===== src/hdl/modexp_pkg.sv =====
package modexp_pkg;

    // Word width of modulus, exponent, base and result
    localparam int WORD_WIDTH = 32;
    // Counter width for one pass over the bits of a word
    localparam int BIT_CNT_W  = $clog2(WORD_WIDTH);
    // Sum width inside the modular multiply step: 2*acc + a < 3*m
    localparam int SUM_W      = WORD_WIDTH + 2;

    // Configuration register indexes
    localparam int CFG_IDX_W = 1;
    localparam logic [CFG_IDX_W-1:0] CFG_MODULUS  = 1'b0;
    localparam logic [CFG_IDX_W-1:0] CFG_EXPONENT = 1'b1;

    typedef enum logic [2:0] {
        ST_IDLE,
        ST_REDUCE,
        ST_STEP,
        ST_MUL,
        ST_SQR
    } modexp_state_t;

    // Request to the shared modular multiplier
    typedef struct packed {
        logic                  go;
        logic [WORD_WIDTH-1:0] mcand;
        logic [WORD_WIDTH-1:0] mplier;
    } modexp_mm_req_t;

    // Response from the shared modular multiplier
    typedef struct packed {
        logic                  done;
        logic [WORD_WIDTH-1:0] product;
    } modexp_mm_rsp_t;

endpackage


===== src/hdl/modular_exponentiation.sv =====
// Channel        Ports                                 Handshake
// -------------  ------------------------------------  ---------------------------------
// config write   cfg_we, cfg_index, cfg_data           taken on any edge with cfg_we high
// base in        start, busy, base_value               taken when start && !busy
// result out     done, power_result                    valid for the one cycle done is high
//
// The result of a zero exponent or a zero modulus needs no multiplier; otherwise the
// base is reduced, then each exponent bit takes a square, after a multiply when the
// bit is set, all on the single bit-serial modular multiplier.
// Reset (rst_n low, asynchronous) leaves modulus = 1, exponent = 0 and the block idle.
// The result strobe cannot be stalled; done is high for exactly one cycle.
module modular_exponentiation (
    input  logic                                    clk,
    input  logic                                    rst_n,
    input  logic                                    cfg_we,
    input  logic [modexp_pkg::CFG_IDX_W-1:0]        cfg_index,
    input  logic [modexp_pkg::WORD_WIDTH-1:0]       cfg_data,
    input  logic                                    start,
    output logic                                    busy,
    input  logic [modexp_pkg::WORD_WIDTH-1:0]       base_value,
    output logic                                    done,
    output logic [modexp_pkg::WORD_WIDTH-1:0]       power_result
);
    import modexp_pkg::*;

    // Configuration registers
    logic [WORD_WIDTH-1:0] modulus_reg;
    logic [WORD_WIDTH-1:0] exponent_reg;

    // Sequencer state
    modexp_state_t         state_reg, state_next;
    logic [BIT_CNT_W-1:0]  bit_cnt_reg, bit_cnt_next;
    logic [WORD_WIDTH-1:0] exp_reg, exp_next;     // exponent, shifted right per bit
    logic [WORD_WIDTH-1:0] base_reg, base_next;   // running square of the base
    logic [WORD_WIDTH-1:0] acc_reg, acc_next;     // running product
    logic                  done_reg, done_next;
    logic [WORD_WIDTH-1:0] result_reg, result_next;

    modexp_mm_req_t mm_req;
    modexp_mm_rsp_t mm_rsp;

    logic last_bit;

    // Write configuration; an index beyond the list is dropped by the case default
    always_ff @(posedge clk or negedge rst_n)
    begin
        if (!rst_n)
        begin
            modulus_reg  <= WORD_WIDTH'(1);
            exponent_reg <= '0;
        end
        else if (cfg_we)
        begin
            case (cfg_index)
                CFG_MODULUS:  modulus_reg  <= cfg_data;
                CFG_EXPONENT: exponent_reg <= cfg_data;
                default: ;
            endcase
        end
    end

    // Shared modular multiplier: base reduction, multiply and square all go here
    modexp_mulmod u_mulmod (
        .clk     (clk),
        .rst_n   (rst_n),
        .modulus (modulus_reg),
        .req     (mm_req),
        .rsp     (mm_rsp)
    );

    assign last_bit = (bit_cnt_reg == BIT_CNT_W'(WORD_WIDTH - 1));

    always_comb
    begin
        state_next   = state_reg;
        bit_cnt_next = bit_cnt_reg;
        exp_next     = exp_reg;
        base_next    = base_reg;
        acc_next     = acc_reg;
        done_next    = 1'b0;
        result_next  = result_reg;
        mm_req.go     = 1'b0;
        mm_req.mcand  = WORD_WIDTH'(1);
        mm_req.mplier = base_value;

        case (state_reg)
            ST_IDLE:
            begin
                if (start)
                begin
                    if (exponent_reg == '0)
                    begin
                        // Zero exponent: answer 1 with no reduction
                        result_next = WORD_WIDTH'(1);
                        done_next   = 1'b1;
                    end
                    else if (modulus_reg == '0)
                    begin
                        result_next = '0;
                        done_next   = 1'b1;
                    end
                    else
                    begin
                        // Reduce the base: (1 * base) mod modulus
                        mm_req.go     = 1'b1;
                        mm_req.mcand  = WORD_WIDTH'(1);
                        mm_req.mplier = base_value;
                        exp_next      = exponent_reg;
                        bit_cnt_next  = '0;
                        state_next    = ST_REDUCE;
                    end
                end
            end

            ST_REDUCE:
            begin
                if (mm_rsp.done)
                begin
                    base_next  = mm_rsp.product;
                    acc_next   = (modulus_reg == WORD_WIDTH'(1)) ? '0 : WORD_WIDTH'(1);
                    state_next = ST_STEP;
                end
            end

            ST_STEP:
            begin
                // Multiply into the product when the exponent bit is set, else square
                mm_req.go = 1'b1;
                if (exp_reg[0])
                begin
                    mm_req.mcand  = acc_reg;
                    mm_req.mplier = base_reg;
                    state_next    = ST_MUL;
                end
                else
                begin
                    mm_req.mcand  = base_reg;
                    mm_req.mplier = base_reg;
                    state_next    = ST_SQR;
                end
            end

            ST_MUL:
            begin
                if (mm_rsp.done)
                begin
                    acc_next      = mm_rsp.product;
                    mm_req.go     = 1'b1;
                    mm_req.mcand  = base_reg;
                    mm_req.mplier = base_reg;
                    state_next    = ST_SQR;
                end
            end

            ST_SQR:
            begin
                if (mm_rsp.done)
                begin
                    base_next    = mm_rsp.product;
                    exp_next     = {1'b0, exp_reg[WORD_WIDTH-1:1]};
                    bit_cnt_next = bit_cnt_reg + 1'b1;
                    if (last_bit)
                    begin
                        result_next = acc_reg;
                        done_next   = 1'b1;
                        state_next  = ST_IDLE;
                    end
                    else
                    begin
                        state_next = ST_STEP;
                    end
                end
            end

            default:
            begin
                state_next = ST_IDLE;
            end
        endcase
    end

    always_ff @(posedge clk or negedge rst_n)
    begin
        if (!rst_n)
        begin
            state_reg   <= ST_IDLE;
            bit_cnt_reg <= '0;
            done_reg    <= 1'b0;
        end
        else
        begin
            state_reg   <= state_next;
            bit_cnt_reg <= bit_cnt_next;
            done_reg    <= done_next;
        end
    end

    // Datapath registers hold their value; no reset needed
    always_ff @(posedge clk)
    begin
        exp_reg    <= exp_next;
        base_reg   <= base_next;
        acc_reg    <= acc_next;
        result_reg <= result_next;
    end

    assign busy         = (state_reg != ST_IDLE);
    assign done         = done_reg;
    assign power_result = result_reg;

endmodule


===== src/hdl/modexp_mulmod.sv =====
module modexp_mulmod (
    input  logic                                clk,
    input  logic                                rst_n,
    input  logic [modexp_pkg::WORD_WIDTH-1:0]   modulus,
    input  modexp_pkg::modexp_mm_req_t          req,
    output modexp_pkg::modexp_mm_rsp_t          rsp
);
    import modexp_pkg::*;

    // MSB-first interleaved multiply: acc = (2*acc + bit*mcand) mod modulus,
    // one multiplier bit per cycle. With mcand = 1 this reduces mplier mod modulus.
    logic                  active_reg, active_next;
    logic                  done_reg,   done_next;
    logic [BIT_CNT_W-1:0]  cnt_reg,    cnt_next;
    logic [WORD_WIDTH-1:0] acc_reg,    acc_next;
    logic [WORD_WIDTH-1:0] mcand_reg,  mcand_next;
    logic [WORD_WIDTH-1:0] mplier_reg, mplier_next;

    logic [SUM_W-1:0] sum;
    logic [SUM_W:0]   diff1;
    logic [SUM_W:0]   diff2;
    logic [SUM_W-1:0] reduced;

    always_comb
    begin
        sum = {1'b0, acc_reg, 1'b0}
            + (mplier_reg[WORD_WIDTH-1] ? {2'b00, mcand_reg} : {SUM_W{1'b0}});
        diff1 = {1'b0, sum} - {3'b000, modulus};
        diff2 = {1'b0, sum} - {2'b00, modulus, 1'b0};
        if (!diff2[SUM_W])
            reduced = diff2[SUM_W-1:0];
        else if (!diff1[SUM_W])
            reduced = diff1[SUM_W-1:0];
        else
            reduced = sum;
    end

    always_comb
    begin
        active_next = active_reg;
        done_next   = 1'b0;
        cnt_next    = cnt_reg;
        acc_next    = acc_reg;
        mcand_next  = mcand_reg;
        mplier_next = mplier_reg;
        if (req.go)
        begin
            active_next = 1'b1;
            cnt_next    = '0;
            acc_next    = '0;
            mcand_next  = req.mcand;
            mplier_next = req.mplier;
        end
        else if (active_reg)
        begin
            acc_next    = reduced[WORD_WIDTH-1:0];
            mplier_next = {mplier_reg[WORD_WIDTH-2:0], 1'b0};
            cnt_next    = cnt_reg + 1'b1;
            if (cnt_reg == BIT_CNT_W'(WORD_WIDTH - 1))
            begin
                active_next = 1'b0;
                done_next   = 1'b1;
            end
        end
    end

    always_ff @(posedge clk or negedge rst_n)
    begin
        if (!rst_n)
        begin
            active_reg <= 1'b0;
            done_reg   <= 1'b0;
            cnt_reg    <= '0;
        end
        else
        begin
            active_reg <= active_next;
            done_reg   <= done_next;
            cnt_reg    <= cnt_next;
        end
    end

    always_ff @(posedge clk)
    begin
        acc_reg    <= acc_next;
        mcand_reg  <= mcand_next;
        mplier_reg <= mplier_next;
    end

    assign rsp.done    = done_reg;
    assign rsp.product = acc_reg;

endmodule


===== config.mk =====
export PLATFORM = sky130hd
export DESIGN_NAME = modular_exponentiation
export DESIGN_NICKNAME = d
export VERILOG_FILES = /design/src/hdl/modexp_pkg.sv /design/src/hdl/modular_exponentiation.sv /design/src/hdl/modexp_mulmod.sv
export SDC_FILE = /design/constraint.sdc
export NUM_CORES = 1
export LEC_CHECK = 0
export ABC_CLOCK_PERIOD_IN_PS = 11640
export BUFFER_PORTS_ARGS = -buffer_cell sky130_fd_sc_hd__buf_2
export CORE_ASPECT_RATIO = 0.5
export CORE_MARGIN = 5
export CORE_UTILIZATION = 65
export CTS_BUF_LIST = sky130_fd_sc_hd__clkbuf_4 sky130_fd_sc_hd__clkbuf_8
export CTS_CLUSTER_DIAMETER = 200
export DETAILED_ROUTE_END_ITERATION = 6
export PLACE_DENSITY = 0.94
export RECOVER_POWER = 25
export REMOVE_ABC_BUFFERS = 1
export SLEW_MARGIN = 20
export SYNTH_ARGS = -nofsm -noshare
export SYNTH_HDL_FRONTEND = slang
export SYNTH_SLANG_ARGS = --single-unit

===== constraint.sdc =====
create_clock -name clk -period 11.64 [get_ports clk]
set_clock_uncertainty 0.2 [all_clocks]
set_input_delay 0.582 -clock clk [delete_from_list [all_inputs] [get_ports clk]]
set_output_delay 0.582 -clock clk [all_outputs]
set_load 0.02 [all_outputs]

==> flow_metrics.tcl <==
set metrics [dict create \
    totalNegativeSetupSlack_ns 0 \
    cts-resized-gates 0 \
    regArea_um2 8410 \
    slew_viol_final 147 \
    start_util 0.668 \
    postRouteAntennaNets 0 \
    dieArea_um2 31200 \
    synth_edf_count 192 \
    wl_per_cell_um 22.8 \
    grt_pass1_wl_mm 77.2 \
    grt_setup_unrepaired "no" \
    postCtsHoldBufs 2 \
    die_width_um 245 \
    fin_nets 1980 \
    htreeDepth 2 \
    worstSkewPairLatency_ns 0.60 \
    vias_per_cell 6.69 \
    fillers 1829 \
    dr.pass1.iters 6 \
    synth.avg_cell_area_um2 10.4 \
    arrival_ns 7.26 \
    overflow 0 \
    required_ns 11.91 \
    yosysWarningCount 0 \
    multi_input_area_um2 8970 \
    cts_buffer_depth 3 \
    setup_viol 0 \
    drive_gt1_frac 0.162 \
    final_common_cell "edfxtp_1" \
    async_flop_share 0.263 \
    syn_area_um2 17900 \
    cts_tree "yes" \
    die_h_um 127 \
    num_rows 42 \
    cts_sinks 304 \
    outcome "complete, but fails checks" \
    crit_fanout 32 \
    cap_violations 3 \
    port_buffers 102 \
    root_buffer "clkbuf_8" \
    drt_iter0_drc 2034 \
    endpoint_kind "register" \
    ys_ff_latch 304 \
    wirelength_mm 50.0 \
    path_common_cell "ha_1" \
    cpPeakStageDelay_ns 0.95 \
    timing.fmax_ghz 0.143 \
    fp.coreArea_um2 26800 \
    slowest_stage "and4b_1" \
    finalCritPeriodShare 0.601 \
    synth-main-ff-cell "edfxtp_1" \
    place.gp.congestion 1.01 \
    antenna_cells 0 \
    hpwl_mm 35.5 \
    hold_class "in -> reg" \
    tightest_slew_ns 4.28 \
    vias 14700 \
    path_class "reg -> reg" \
    grt_pass1_vias 13600 \
    io_pins 103 \
    drc 0 \
    syn_to_final_growth_pct 9.16 \
    syn_inst 1726 \
    cts_buffers 42 \
    worstPathCellList "and2_1, ha_1, inv_1, fa_1, nor2b_1, o31a_1, o31ai_1, a31oi_1, a21o_1, a21oi_1, xnor2_1, ha_1, and4_1, a211oi_1, o211ai_1, o2111ai_1, and4b_1, nand2_2, a211o_1, mux2i_1, nor2_1" \
    grt_max_degree 81 \
    antenna_found_initial 1 \
    fin_crit_ns 6.99 \
    slew_headroom -1.85 \
    layout_common_cells "192 x edfxtp_1, 166 x nand2_1, 129 x o21ai_0, 117 x a21oi_1, 101 x buf_2" \
    grt_usage 0.314 \
    synth_cell_type_count 94 \
    violations "capacitance limit, slew limit" \
    ys_seq_area_frac 0.469 \
    start_kind "register" \
    cts_setup_buffers 0 \
    hold_viol 0 \
    clk_pin_slew_ns 0.08 \
]
logic make-up (layout without fill, tap and decap cells):
family	after synthesis	in the layout	share of synthesized area
compound gates	483	483	0.177
xor+xnor	80	80	0.0391
fa+ha+maj	102	102	0.0725
buf+inv	148	263	0.0328
flops	304	304	0.469
mux	111	111	0.0680
simple gates	498	498	0.141
per-layer routing:
| layer | vias up | track usage | share of wire |
|---|---|---|---|
| li1 | 6618 | - | - |
| met1 | 7013 | 0.491 | 0.44 |
| met2 | 966 | 0.445 | 0.41 |
| met3 | 80 | 0.0753 | 0.13 |
| met4 | 0 | 0.0735 | 0.020 |
| met5 | - | 0 | 0 |
metrics by stage:
step	setup WS, ns	util	hold slack, ns	instances	area, um2
final	4.65	0.730	0.0209	2193	19600
after global routing	4.18	0.730	0.0242	2193	19600
after floorplan	4.87	-	0.0864	1642	17600
after detailed placement	4.94	0.698	0.297	2114	18700
after CTS	4.89	0.730	0.000840	2192	19600
after global placement	5.05	0.698	0.274	2114	18700
cell type report:
type	count	share of cell area
multi-input combinational	1274	0.458
clock inverter	15	0.00557
tap	352	0.0225
sequential	304	0.430
timing repair buffer	123	0.0340
inverter	64	0.0123
clock buffer	61	0.0372
synth_stat cells (all sizes together), types with 19 or more instances:
cell type,count,area share
edfxtp,192,0.32
nand2,168,0.035
o21ai,137,0.039
a21oi,123,0.036
ha,99,0.069
dfrtp,79,0.11
and3,72,0.025
nor2,71,0.016
mux2,69,0.044
inv,64,0.013
clkbuf,62,0.013
xnor2,51,0.025
mux2i,42,0.024
and2,41,0.014
a22o,39,0.019
dfxtp,32,0.036
xor2,29,0.014
nand3,27,0.0075
a21o,26,0.011
nor3,26,0.0078
nand4,23,0.0080
buf,22,0.0063
a211oi,20,0.0087
nor4,19,0.0070
worst paths after layout:
check / end / start / slack, ns / cells after the start
worst min register to register: bit_cnt_reg[4] / bit_cnt_reg[4] / 0.31 / 2
worst max register to register: u_mulmod.acc_reg[19] / u_mulmod.mplier_reg[31] / 4.65 / 21
max in group asynchronous: exponent_reg[26] / rst_n / 6.94 / 2
worst max-delay path: u_mulmod.acc_reg[19] / u_mulmod.mplier_reg[31] / 4.65 / 21
min in group asynchronous: modulus_reg[15] / rst_n / 1.91 / 2
worst min-delay path: modulus_reg[16] / cfg_data[16] / 0.02 / 3
critical path, delay by kind of cell, from the launching register on:
kind / cells / cell delay, ns
adders and majority gates: 3 / 1.03
and+or+nand+nor: 6 / 2.00
AOI/OAI and AO/OA: 9 / 2.16
xor gates and xnor gates: 1 / 0.40
buffers and inverters: 1 / 0.07
muxes: 1 / 0.16
DFF: 1 / 0.84
Power is not shown: default switching activity piles up to over one toggle a cycle in this logic, so the estimate is an artifact.
